$ cat config.mk
export PLATFORM = sky130hd
export DESIGN_NAME = dual_moving_average_warmup_flat
export DESIGN_NICKNAME = d
export VERILOG_FILES = /design/src/sv/dma_pkg.sv /design/src/sv/dma_if.sv /design/src/sv/dma_front.sv /design/src/sv/dma_queue.sv /design/src/sv/dma_div.sv /design/src/sv/dma_back.sv /design/src/sv/dual_moving_average_warmup.sv /design/src/flat_wrapper.sv
export SDC_FILE = /design/constraint.sdc
export NUM_CORES = 2
export LEC_CHECK = 0
export ABC_AREA = 0
export BUFFER_PORTS_ARGS = -buffer_cell sky130_fd_sc_hd__buf_2
export CAP_MARGIN = 20
export CORE_ASPECT_RATIO = 0.75
export CORE_MARGIN = 8
export CORE_UTILIZATION = 57
export CTS_BUF_LIST = sky130_fd_sc_hd__clkbuf_16
export CTS_CLUSTER_SIZE = 10
export DETAILED_ROUTE_END_ITERATION = 16
export PLACE_DENSITY = 0.76
export SLEW_MARGIN = 0
export SYNTH_ARGS = -nofsm -noshare
export SYNTH_HDL_FRONTEND = slang
export SYNTH_SLANG_ARGS = --single-unit
$ cat constraint.sdc
create_clock -name i_clk -period 8.9 [get_ports i_clk]
set_input_delay 1.335 -clock i_clk [delete_from_list [all_inputs] [get_ports i_clk]]
set_output_delay 1.335 -clock i_clk [all_outputs]
set_load 0.005 [all_outputs]
$ cat src/sv/dma_pkg.sv
// ============================================================================
// dma_pkg
// Shared types and constants of the two-channel moving average with warm-up.
// ============================================================================
package dma_pkg;

    // Width of the samples-held field of a result.
    localparam int HELD_BITS = 5;

    // Sequencer states of the back end, one-hot.
    typedef enum logic [4:0] {
        ST_IDLE  = 5'b00001,
        ST_SUM   = 5'b00010,
        ST_START = 5'b00100,
        ST_DIV   = 5'b01000,
        ST_OUT   = 5'b10000
    } t_back_state;

endpackage

$ cat src/sv/dma_if.sv
// ============================================================================
// dma_if
// Valid/ready channels for sample pairs and for filtered results.
// ============================================================================

// Channel carrying one left/right sample pair per request.
interface dma_in_if #(
    parameter int SAMPLE_BITS = 24
);
    logic                          valid;
    logic                          ready;
    logic signed [SAMPLE_BITS-1:0] sample_left;
    logic signed [SAMPLE_BITS-1:0] sample_right;

    modport source (output valid, output sample_left, output sample_right, input ready);
    modport sink   (input valid, input sample_left, input sample_right, output ready);
endinterface

// Channel carrying one pair of averages and the sample count per request.
interface dma_out_if #(
    parameter int SAMPLE_BITS = 24
);
    logic                              valid;
    logic                              ready;
    logic signed [SAMPLE_BITS-1:0]     average_left;
    logic signed [SAMPLE_BITS-1:0]     average_right;
    logic [dma_pkg::HELD_BITS-1:0]     samples_held;

    modport source (output valid, output average_left, output average_right,
                    output samples_held, input ready);
    modport sink   (input valid, input average_left, input average_right,
                    input samples_held, output ready);
endinterface

$ cat src/sv/dma_front.sv
// ============================================================================
// dma_front
// Accepts sample pairs, tracks ring position and fill level, and tags each
// request with its slot, its fill state and the divisor it will need.
// ============================================================================
module dma_front #(
    parameter int  WINDOW    = 20,
    parameter int  SLOT_BITS = 5,
    parameter int  CNT_BITS  = 5,
    parameter type t_item    = logic
) (
    input  logic     i_clk,
    input  logic     i_rst_n,
    dma_in_if.sink   i_in,
    input  logic     i_q_full,
    output logic     o_q_push,
    output t_item    o_q_item
);

    logic [SLOT_BITS-1:0] r_slot, n_slot;
    logic [CNT_BITS-1:0]  r_fill, n_fill;
    logic                 ring_full;

    // A request is taken whenever the queue has room.
    assign i_in.ready = !i_q_full;
    assign o_q_push   = i_in.valid && !i_q_full;

    assign ring_full = (r_fill == CNT_BITS'(WINDOW));

    // Next ring slot wraps at the window length; fill level saturates at it.
    always_comb begin
        n_slot = (r_slot == SLOT_BITS'(WINDOW - 1)) ? '0 : r_slot + 1'b1;
        n_fill = ring_full ? r_fill : r_fill + 1'b1;
    end

    // Tag the request for the back end.
    always_comb begin
        o_q_item.left  = i_in.sample_left;
        o_q_item.right = i_in.sample_right;
        o_q_item.slot  = r_slot;
        o_q_item.full  = ring_full;
        o_q_item.count = n_fill;
    end

    always_ff @(posedge i_clk) begin
        if (!i_rst_n) begin
            r_slot <= '0;
            r_fill <= '0;
        end else if (o_q_push) begin
            r_slot <= n_slot;
            r_fill <= n_fill;
        end
    end

endmodule

$ cat src/sv/dma_queue.sv
// ============================================================================
// dma_queue
// Two-entry queue between the front end and the back end.
// ============================================================================
module dma_queue #(
    parameter type t_item = logic
) (
    input  logic  i_clk,
    input  logic  i_rst_n,
    input  logic  i_push,
    input  t_item i_item,
    input  logic  i_pop,
    output logic  o_full,
    output logic  o_empty,
    output t_item o_head
);

    t_item      r_mem [2];
    logic       r_wp;
    logic       r_rp;
    logic [1:0] r_cnt;

    assign o_full  = (r_cnt == 2'd2);
    assign o_empty = (r_cnt == 2'd0);
    assign o_head  = r_mem[r_rp];

    // Storage is written only on a push.
    always_ff @(posedge i_clk) begin
        if (i_push) begin
            r_mem[r_wp] <= i_item;
        end
    end

    // Pointers and occupancy.
    always_ff @(posedge i_clk) begin
        if (!i_rst_n) begin
            r_wp  <= 1'b0;
            r_rp  <= 1'b0;
            r_cnt <= 2'd0;
        end else begin
            if (i_push) begin
                r_wp <= !r_wp;
            end
            if (i_pop) begin
                r_rp <= !r_rp;
            end
            unique case ({i_push, i_pop})
                2'b10:   r_cnt <= r_cnt + 1'b1;
                2'b01:   r_cnt <= r_cnt - 1'b1;
                default: r_cnt <= r_cnt;
            endcase
        end
    end

endmodule

$ cat src/sv/dma_div.sv
// ============================================================================
// dma_div
// Restoring divider, one quotient bit per cycle, signed dividend by a
// positive divisor, quotient truncated toward zero.
// ============================================================================
module dma_div #(
    parameter int DIV_BITS = 29,
    parameter int DEN_BITS = 5,
    parameter int OUT_BITS = 24
) (
    input  logic                       i_clk,
    input  logic                       i_rst_n,
    input  logic                       i_start,
    input  logic signed [DIV_BITS-1:0] i_dividend,
    input  logic [DEN_BITS-1:0]        i_divisor,
    output logic                       o_done,
    output logic signed [OUT_BITS-1:0] o_quotient
);

    localparam int STEP_BITS = $clog2(DIV_BITS);

    logic                 r_busy;
    logic                 r_done;
    logic [STEP_BITS-1:0] r_step;
    logic [DEN_BITS-1:0]  r_den;
    logic [DEN_BITS-1:0]  r_rem, n_rem;
    logic [DIV_BITS-1:0]  r_quo;
    logic                 r_neg;
    logic [DEN_BITS:0]    trial;
    logic [DEN_BITS-1:0]  diff;
    logic                 fits;
    logic [DIV_BITS-1:0]  magnitude;

    // Magnitude of the dividend; the most negative value maps onto itself.
    assign magnitude = i_dividend[DIV_BITS-1] ? DIV_BITS'(-i_dividend)
                                              : DIV_BITS'(i_dividend);

    // One restoring step: shift in the next dividend bit and try a subtract.
    // When the subtract fits, the difference is below the divisor, so its
    // low bits are the whole remainder.
    always_comb begin
        trial = {r_rem, r_quo[DIV_BITS-1]};
        diff  = trial[DEN_BITS-1:0] - r_den;
        fits  = (trial >= {1'b0, r_den});
        n_rem = fits ? diff : trial[DEN_BITS-1:0];
    end

    always_ff @(posedge i_clk) begin
        if (!i_rst_n) begin
            r_busy <= 1'b0;
            r_done <= 1'b0;
        end else begin
            r_done <= r_busy && (r_step == '0);
            if (i_start) begin
                r_busy <= 1'b1;
            end else if (r_busy && (r_step == '0)) begin
                r_busy <= 1'b0;
            end
        end
    end

    // Datapath registers.
    always_ff @(posedge i_clk) begin
        if (i_start) begin
            r_step <= STEP_BITS'(DIV_BITS - 1);
            r_den  <= i_divisor;
            r_rem  <= '0;
            r_quo  <= magnitude;
            r_neg  <= i_dividend[DIV_BITS-1];
        end else if (r_busy) begin
            r_step <= r_step - 1'b1;
            r_rem  <= n_rem;
            r_quo  <= {r_quo[DIV_BITS-2:0], fits};
        end
    end

    // Restore the sign; the quotient always fits the output field.
    assign o_quotient = r_neg ? -r_quo[OUT_BITS-1:0] : r_quo[OUT_BITS-1:0];
    assign o_done     = r_done;

endmodule

$ cat src/sv/dma_back.sv
// ============================================================================
// dma_back
// Ring memory, running sums, the two dividers and the result register.
// ============================================================================
module dma_back #(
    parameter int  WINDOW      = 20,
    parameter int  SAMPLE_BITS = 24,
    parameter int  CNT_BITS    = 5,
    parameter int  SUM_BITS    = 29,
    parameter type t_item      = logic
) (
    input  logic      i_clk,
    input  logic      i_rst_n,
    input  logic      i_q_empty,
    input  t_item     i_q_head,
    output logic      o_q_pop,
    dma_out_if.source o_out
);

    import dma_pkg::*;

    localparam int RING_BITS = 2 * SAMPLE_BITS;

    t_back_state                   r_state, n_state;
    logic [RING_BITS-1:0]          r_ring [WINDOW];
    logic [RING_BITS-1:0]          r_old;
    t_item                         r_cur;
    logic signed [SUM_BITS-1:0]    r_sum_l, r_sum_r, n_sum_l, n_sum_r;
    logic signed [SAMPLE_BITS-1:0] old_l, old_r;
    logic signed [SAMPLE_BITS-1:0] quo_l, quo_r;
    logic                          done_l, done_r;
    logic                          div_start;
    logic                          out_free;
    logic                          out_load;
    logic                          r_out_valid;
    logic signed [SAMPLE_BITS-1:0] r_avg_l, r_avg_r;
    logic [HELD_BITS-1:0]          r_held;

    assign out_free = !r_out_valid || o_out.ready;

    // Sequencer: take a request, update sums, divide, hand over the result.
    always_comb begin
        n_state   = r_state;
        o_q_pop   = 1'b0;
        div_start = 1'b0;
        out_load  = 1'b0;
        unique case (r_state)
            ST_IDLE: begin
                if (!i_q_empty) begin
                    o_q_pop = 1'b1;
                    n_state = ST_SUM;
                end
            end
            ST_SUM: begin
                n_state = ST_START;
            end
            ST_START: begin
                div_start = 1'b1;
                n_state   = ST_DIV;
            end
            ST_DIV: begin
                if (done_l && done_r) begin
                    if (out_free) begin
                        out_load = 1'b1;
                        n_state  = ST_IDLE;
                    end else begin
                        n_state = ST_OUT;
                    end
                end
            end
            ST_OUT: begin
                if (out_free) begin
                    out_load = 1'b1;
                    n_state  = ST_IDLE;
                end
            end
            default: begin
                n_state = ST_IDLE;
            end
        endcase
    end

    always_ff @(posedge i_clk) begin
        if (!i_rst_n) begin
            r_state <= ST_IDLE;
        end else begin
            r_state <= n_state;
        end
    end

    // Ring memory: the oldest pair is read out as the new pair replaces it.
    always_ff @(posedge i_clk) begin
        if (o_q_pop) begin
            r_old                  <= r_ring[i_q_head.slot];
            r_ring[i_q_head.slot]  <= {i_q_head.left, i_q_head.right};
            r_cur                  <= i_q_head;
        end
    end

    assign old_l = r_old[RING_BITS-1:SAMPLE_BITS];
    assign old_r = r_old[SAMPLE_BITS-1:0];

    // Running sums: add the new sample, drop the oldest once the ring is full.
    always_comb begin
        n_sum_l = r_sum_l + SUM_BITS'(r_cur.left)
                - (r_cur.full ? SUM_BITS'(old_l) : SUM_BITS'(0));
        n_sum_r = r_sum_r + SUM_BITS'(r_cur.right)
                - (r_cur.full ? SUM_BITS'(old_r) : SUM_BITS'(0));
    end

    always_ff @(posedge i_clk) begin
        if (!i_rst_n) begin
            r_sum_l <= '0;
            r_sum_r <= '0;
        end else if (r_state == ST_SUM) begin
            r_sum_l <= n_sum_l;
            r_sum_r <= n_sum_r;
        end
    end

    // One divider per channel, running in lockstep.
    dma_div #(
        .DIV_BITS (SUM_BITS),
        .DEN_BITS (CNT_BITS),
        .OUT_BITS (SAMPLE_BITS)
    ) u_div_left (
        .i_clk      (i_clk),
        .i_rst_n    (i_rst_n),
        .i_start    (div_start),
        .i_dividend (r_sum_l),
        .i_divisor  (r_cur.count),
        .o_done     (done_l),
        .o_quotient (quo_l)
    );

    dma_div #(
        .DIV_BITS (SUM_BITS),
        .DEN_BITS (CNT_BITS),
        .OUT_BITS (SAMPLE_BITS)
    ) u_div_right (
        .i_clk      (i_clk),
        .i_rst_n    (i_rst_n),
        .i_start    (div_start),
        .i_dividend (r_sum_r),
        .i_divisor  (r_cur.count),
        .o_done     (done_r),
        .o_quotient (quo_r)
    );

    // Result register decouples the sequencer from the consumer.
    always_ff @(posedge i_clk) begin
        if (!i_rst_n) begin
            r_out_valid <= 1'b0;
        end else if (out_load) begin
            r_out_valid <= 1'b1;
        end else if (o_out.ready) begin
            r_out_valid <= 1'b0;
        end
    end

    always_ff @(posedge i_clk) begin
        if (out_load) begin
            r_avg_l <= quo_l;
            r_avg_r <= quo_r;
            r_held  <= HELD_BITS'(r_cur.count);
        end
    end

    assign o_out.valid         = r_out_valid;
    assign o_out.average_left  = r_avg_l;
    assign o_out.average_right = r_avg_r;
    assign o_out.samples_held  = r_held;

endmodule

$ cat src/sv/dual_moving_average_warmup.sv
// ============================================================================
// dual_moving_average_warmup
// Two-channel moving average over the last WINDOW wheel speed samples, with
// a warm-up phase that averages over the samples held so far.
// ============================================================================
//
//   Channel   Direction  Handshake      Payload
//   i_in      sink       valid/ready    sample_left, sample_right
//   o_out     source     valid/ready    average_left, average_right,
//                                       samples_held
//
// In the back end each request is popped, added to the running sums and
// divided by the bit-serial dividers, which produce one quotient bit per
// cycle. The front end and a two-entry queue take up to two
// further requests while one is being worked on, and a finished result waits
// in its own register while the next one is computed. Reset is synchronous,
// active low, and clears the fill level, ring position and sums; no clearing
// pass is needed. A stalled consumer holds the back end only once a second
// result is ready to be handed over.
// ============================================================================
module dual_moving_average_warmup #(
    parameter int WINDOW      = 20,
    parameter int SAMPLE_BITS = 24
) (
    input  logic      i_clk,
    input  logic      i_rst_n,
    dma_in_if.sink    i_in,
    dma_out_if.source o_out
);

    localparam int SLOT_BITS = (WINDOW > 1) ? $clog2(WINDOW) : 1;
    localparam int CNT_BITS  = $clog2(WINDOW + 1);
    localparam int SUM_BITS  = SAMPLE_BITS + $clog2(WINDOW);

    // Request as it travels from the front end to the back end.
    typedef struct packed {
        logic signed [SAMPLE_BITS-1:0] left;
        logic signed [SAMPLE_BITS-1:0] right;
        logic [SLOT_BITS-1:0]          slot;
        logic                          full;
        logic [CNT_BITS-1:0]           count;
    } t_item;

    logic  q_push, q_pop, q_full, q_empty;
    t_item q_in, q_head;

    dma_front #(
        .WINDOW    (WINDOW),
        .SLOT_BITS (SLOT_BITS),
        .CNT_BITS  (CNT_BITS),
        .t_item    (t_item)
    ) u_front (
        .i_clk    (i_clk),
        .i_rst_n  (i_rst_n),
        .i_in     (i_in),
        .i_q_full (q_full),
        .o_q_push (q_push),
        .o_q_item (q_in)
    );

    dma_queue #(
        .t_item (t_item)
    ) u_queue (
        .i_clk   (i_clk),
        .i_rst_n (i_rst_n),
        .i_push  (q_push),
        .i_item  (q_in),
        .i_pop   (q_pop),
        .o_full  (q_full),
        .o_empty (q_empty),
        .o_head  (q_head)
    );

    dma_back #(
        .WINDOW      (WINDOW),
        .SAMPLE_BITS (SAMPLE_BITS),
        .CNT_BITS    (CNT_BITS),
        .SUM_BITS    (SUM_BITS),
        .t_item      (t_item)
    ) u_back (
        .i_clk     (i_clk),
        .i_rst_n   (i_rst_n),
        .i_q_empty (q_empty),
        .i_q_head  (q_head),
        .o_q_pop   (q_pop),
        .o_out     (o_out)
    );

endmodule

$ cat src/flat_wrapper.sv
// flat-port wrapper written by rule: the top's interface ports become plain ports
module dual_moving_average_warmup_flat 
#(
    parameter int WINDOW      = 20,
    parameter int SAMPLE_BITS = 24
)
  (i_clk, i_rst_n, i_in_valid, i_in_sample_left, i_in_sample_right, i_in_ready, o_out_valid, o_out_average_left, o_out_average_right, o_out_samples_held, o_out_ready);
  dma_in_if #(.SAMPLE_BITS(SAMPLE_BITS)) i_in_i ();
  dma_out_if #(.SAMPLE_BITS(SAMPLE_BITS)) o_out_i ();
  input  logic i_clk;
  input  logic i_rst_n;
  input wire logic [$bits(i_in_i.valid)-1:0] i_in_valid;
  input wire logic [$bits(i_in_i.sample_left)-1:0] i_in_sample_left;
  input wire logic [$bits(i_in_i.sample_right)-1:0] i_in_sample_right;
  output wire logic [$bits(i_in_i.ready)-1:0] i_in_ready;
  output wire logic [$bits(o_out_i.valid)-1:0] o_out_valid;
  output wire logic [$bits(o_out_i.average_left)-1:0] o_out_average_left;
  output wire logic [$bits(o_out_i.average_right)-1:0] o_out_average_right;
  output wire logic [$bits(o_out_i.samples_held)-1:0] o_out_samples_held;
  input wire logic [$bits(o_out_i.ready)-1:0] o_out_ready;
  assign i_in_i.valid = i_in_valid;
  assign i_in_i.sample_left = i_in_sample_left;
  assign i_in_i.sample_right = i_in_sample_right;
  assign i_in_ready = i_in_i.ready;
  assign o_out_valid = o_out_i.valid;
  assign o_out_average_left = o_out_i.average_left;
  assign o_out_average_right = o_out_i.average_right;
  assign o_out_samples_held = o_out_i.samples_held;
  assign o_out_i.ready = o_out_ready;
  dual_moving_average_warmup #(.WINDOW(WINDOW), .SAMPLE_BITS(SAMPLE_BITS)) u_core (.i_clk(i_clk), .i_rst_n(i_rst_n), .i_in(i_in_i), .o_out(o_out_i));
endmodule
# After elaboration in Yosys (flattened, before gate mapping)
# Memories as Yosys holds them, arrays and structs flattened. A register that Yosys moved wholly into a read port is not among the register bits.
# Index checks and enable logic that the tools add are counted.
# op_classes
addsub	16
eq_ne	13
reduce_logical	19
n_mux	38
order_cmp	2
# ops
operator	n
$mux 29	8
$add 29x24->29	2
$neg 29->29	2
$sub 29x29->29	2
$mux 24	2
$neg 24->24	2
$mux 5	8
$pmux 5 s5	1
$mux 1	17
$eq 5x5->1 const B	3
$ge 6x5->1	2
$reduce_bool 2->1	6
$add 5x1->5 const B	2
$logic_not 5->1	2
$sub 5x1->5 const B	2
$sub 5x5->5	2
$ne 2x2->1 const B	3
$eq 5x1->1 const B	1
$eq 5x2->1 const B	1
$eq 5x3->1 const B	1
$eq 5x4->1 const B	1
$eq 2x2->1 const B	2
$logic_and 1x1->1	4
$logic_not 1->1	4
other kinds (8)	8
# word_totals
ramBits	1078
ff_bits	274
wordCells	119
output_inout_bits	55
mem_count	2
# memory_table
memory	depth	word_bits	rd	rd_clocked_by_memory_dff	write_ports	line_no	source
u_core.u_back.r_ring	20	48	1	1	1	dma_back.sv:25	logic [RING_BITS-1:0] r_ring [WINDOW];
u_core.u_queue.r_mem	2	59	1	1	1	dma_queue.sv:18	t_item r_mem [2];

# Longest topological paths before layout
# depth
word_depth	6
depth_mapped	18
mapped_depth_nobuf	16

# By module
# From an unflattened synthesis, not the netlist that was laid out.
# hier_totals
hier_cells	3809
area_unflattened_um2	60783.3
# modules_own_cells
mod	area_per_inst_um2	cells_each	n_inst	seq_area_each_um2
dma_back	48534.0	2700	1	34763.3
dma_queue	4471.8	206	1	3643.5
dma_div (u_core.u_back.u_div_left)	3442.1	397	1	1291.2
dma_div (u_core.u_back.u_div_right)	3388.2	389	1	1291.2
dma_front	947.2	117	1	200.2

# Least setup slack after synthesis
# OpenSTA, ideal clock, no wires.
# synth_timing
path_type	reg-to-reg
startpoint	reg u_core.u_back.r_state[4]
endpoint	mem u_core.u_back.r_ring[10][0] (netlist bit), enable pin
t_arrival_ns	8.400
setup_time_ns	0.453
setup_slack_ns	0.047
path_stages_with_launch	6
required_time_ns	8.447
n_path_buf	0
cell_sequence	dfxtp_1 -> nor4_1 -> nand2_1 -> nor2_1 -> nand3_1 -> nor2_1
# synth_between
elab_chain_len	4
# synth_rtl
element	line_no	source
start, declared	dma_back.sv:24	t_back_state r_state, n_state;
start signal, assigned	dma_back.sv:87	r_state <= n_state;
$eq 5x1->1	dma_back.sv:47	unique case (r_state)
$mux 1	dma_back.sv:47	
net u_core.q_pop	dual_moving_average_warmup.sv:44	logic q_push, q_pop, q_full, q_empty;
$mux 1	dma_back.sv:93	if (o_q_pop) begin
$mux 1 (implied by the code)	dma_back.sv:95	r_ring[i_q_head.slot] <= {i_q_head.left, i_q_head.right};
end, declared	dma_back.sv:25	
# The timed path passes the listed nets, and every way through them passes these cells.

==> results.tsv <==
metric	value	unit
Die X	386	um
post-layout min period	4.22	ns
Worst-Margin Slew	1.18	ns
Yosys cell types	67	
Layout Skew	0.0351	ns
Sink Count	1401	
CTS max path bufs	3	
Worst Setup EP	u_core.u_back.r_ring[10][43]$_DFFE_PP_	
H-tree depth	4	
met3 global-route usage	6.52	%
Synth area leaders	edfxtp_1 67%, mux4_2 9.2%, dfxtp_1 3.5%	
CTS tree	built	
unrepaired setup endpoints after global routing	no	
synthesized area	58600	um2
Critical Setup Path Class	reg -> reg	
DR vias/cell	6.25	
via count	32100	
ys flop type	edfxtp_1	
# hold bufs at CTS	0	
Filler Cells Inserted	7076	
DP HPWL	79.7	mm
DR DRC count	0	
FP Rows	102	
Root Driver	clkbuf_16	
# setup viols final	0	
final worst path period share	47.4	%
Max Fclk	237	MHz
Die Footprint	113000	um2
io pins	107	
Skew-Pair Late Insertion Delay	0.77	ns
Register Area	41000	um2
post-CTS sizing	0	
global route hottest layer	met2	
final WL	139	mm
port bufs	106	
First-pass DRT Iterations	6	
P_leak	22.3	nW
M1 GR Usage	36.0	%
FF-to-FF setup slack	4.68	ns
initial antenna violation count	12	
Die Height	294	um
EDFF count, synth	1298	
largest net degree at the start of global routing	129	
GPL Wtd Cong	0.854	
Final Max Tran Viols	0	
nets	3927	
first-iteration detailed-routing DRC count	3942	
HP Class	reg -> reg	
DR WL/cell	26.9	um
CP endpoint kind	flip-flop	
R2R depth	6	
Slew HR	21.5	%
Post-Syn Nets	3763	
first-pass GRT wire length	206	mm
Peak VDD IR	0.215	mV
layout cells sized above 1	17.6	%
Initial Utilization	57.1	%
grt met2 use	36.3	%
setup TNS	0	ns
Post-CTS Setup Bufs	0	
P&R area growth vs syn	11.5	%
vias in the first global route	32100	
synth warn	0	
clock slew at reported path FFs	0.06	ns
CP required	9.32	ns
sequential area share after synthesis	70.0	%
Arrival @ worst endpoint	4.64	ns
Routed Antenna Nets	0	
Hold Vio Cnt, Final	0	
PwrDens	348	nW/um2
outcome	completed	
fraction of registers with async set or reset after synthesis	0	%
Core Region	103000	um2
Pwr Total	22.8	mW
Multi-input gate area	16300	um2
flops & latches, synth	1401	
Core Util, Final	63.7	%
Max Cap Viol	0	
area leader, netlist	edfxtp_1	
r2r endpoint	u_core.u_back.r_ring[10][43]$_DFFE_PP_	
Synth Area per Inst	16.4	um2
Mapped Cells	3573	
GR Util All Layers	24.5	%
CP Max Fanout	49	
grt ovf	0	
cts bufs inserted	158	
CP startpoint kind	flip-flop	
post-synth top area share	66.5	%
critical path, cell delays in order (launching register included):
cell	delay, ns
dfxtp_4	0.69
mux2_2	0.46
a21oi_4	0.12
buf_4	0.68
inv_1	0.44
nor2_4	0.89
buf_4	0.53
cells by family after synthesis:
kind of cell,Yosys count,share of synthesized area (%)
AOI/OAI and AO/OA,488,5.33
muxes,310,10.5
buffers and inverters,398,2.55
xor gates and xnor gates,167,2.50
DFF,1401,70.0
and+or+nand+nor,671,5.35
adders and majority gates,138,3.69
layer usage:
| layer | vias to the layer above | routed length (um) |
|---|---|---|
| met5 | - | 68 |
| met4 | 10 | 2910 |
| met3 | 225 | 16900 |
| met2 | 1896 | 61800 |
| met1 | 16100 | 56900 |
| li1 | 13900 | - |
cell usage after synthesis, drive strengths merged (3+ instances only):
cell type and number:
o221ai 3, nand2 280, or2 4, o311ai 3, a21o 38, mux4 240
o21ai 126, xor2 31, nand3b 3, a21oi 112, o31ai 32, mux2 57
nor4 14, nor3b 4, o41ai 13, nand3 88, and2 57, or4 11
buf 30, dfxtp 103, fa 58, xnor2 136, nand4 16, nor3 21
nand2b 19, nor2b 17, or3 15, edfxtp 1298, and3 4, a21boi 4
nor2 113, o211ai 6, o21a 10, ha 80, inv 249, a211oi 19
mux2i 13, clkbuf 118, a22oi 96, o21bai 4
state kept, by name, summed over array words and instances (netlist names), 5 cells and up, named ones only:
name	flops
u_core.u_queue.r_mem	118
u_core.u_back.u_div_right.r_step	5
u_core.u_back.u_div_right.r_rem	5
u_core.u_back.u_div_left.r_den	5
u_core.u_back.r_cur	54
u_core.u_back.r_state	5
u_core.u_front.r_slot	5
u_core.u_back.u_div_left.r_rem	5
u_core.u_back.o_out.samples_held	5
u_core.u_back.r_old	48
u_core.u_back.o_out.average_left	24
u_core.u_back.r_sum_r	29
u_core.u_back.r_sum_l	29
u_core.u_back.r_ring	960
u_core.u_back.u_div_left.r_quo	29
u_core.u_front.r_fill	5
u_core.u_back.o_out.average_right	24
u_core.u_back.u_div_right.r_quo	29
u_core.u_back.u_div_left.r_step	5
power by group:
part / switching [mW] / internal, mW / total [mW] / leakage (nW)
registers: 0.366 / 8.48 / 8.85 / 12.6
clock network: 2.50 / 3.23 / 5.73 / 2.29
logic: 5.07 / 3.11 / 8.18 / 7.41
total: 7.94 / 14.8 / 22.8 / 22.3
cell type report:
type	count	area share, %
Antenna cell	2	0.00766
Clock buffer	161	6.17
Clock inverter	49	0.601
Inverter	250	1.44
Multi-Input combinational cell	1774	24.9
Sequential cell	1401	62.8
Tap cell	1352	2.59
Timing Repair Buffer	152	1.43
worst min path at each step:
stage,startpoint,endpoint,depth (start not counted)
finish,u_core.u_back.r_sum_r[9]$_SDFFE_PN0P_,u_core.u_back.r_sum_r[9]$_SDFFE_PN0P_,2
CTS,u_core.u_back.r_sum_r[9]$_SDFFE_PN0P_,u_core.u_back.r_sum_r[9]$_SDFFE_PN0P_,2
detailed placement,u_core.u_back.r_sum_r[9]$_SDFFE_PN0P_,u_core.u_back.r_sum_r[9]$_SDFFE_PN0P_,2
global route,u_core.u_back.r_sum_l[25]$_SDFFE_PN0P_,u_core.u_back.r_sum_l[25]$_SDFFE_PN0P_,2
global placement,u_core.u_back.u_div_left.r_rem[4]$_SDFFE_PP0P_,u_core.u_back.u_div_left.r_rem[4]$_SDFFE_PP0P_,2
floorplan,u_core.u_back.r_cur[0]$_DFFE_PP_,u_core.u_back.o_out.samples_held[0]$_DFFE_PP_,0
layout by cell type (no fill, tap or decap), types with 102 or more instances in the layout:
cell and count:
dfxtp_1 102, a21oi_1 111, clkbuf_16 161, nand2_1 280
inv_1 284, o21ai_0 124, buf_2 106, edfxtp_1 1298
xnor2_1 136, mux4_2 240
metrics by stage:
step | cells | hold WS, ns | worst slack, ns | instance area (um2)
2_1_floorplan | 3573 | 0.421 | 0.0473 | 58600
3_3_place_gp | 4926 | 0.457 | 4.61 | 60800
3_5_place_dp | 4926 | 0.467 | 4.51 | 60800
4_1_cts | 5136 | 0.474 | 4.49 | 65300
5_1_grt | 5139 | 0.490 | 4.49 | 65300
6_report | 5141 | 0.472 | 4.68 | 65300
Power figures use the tool's default switching activity.
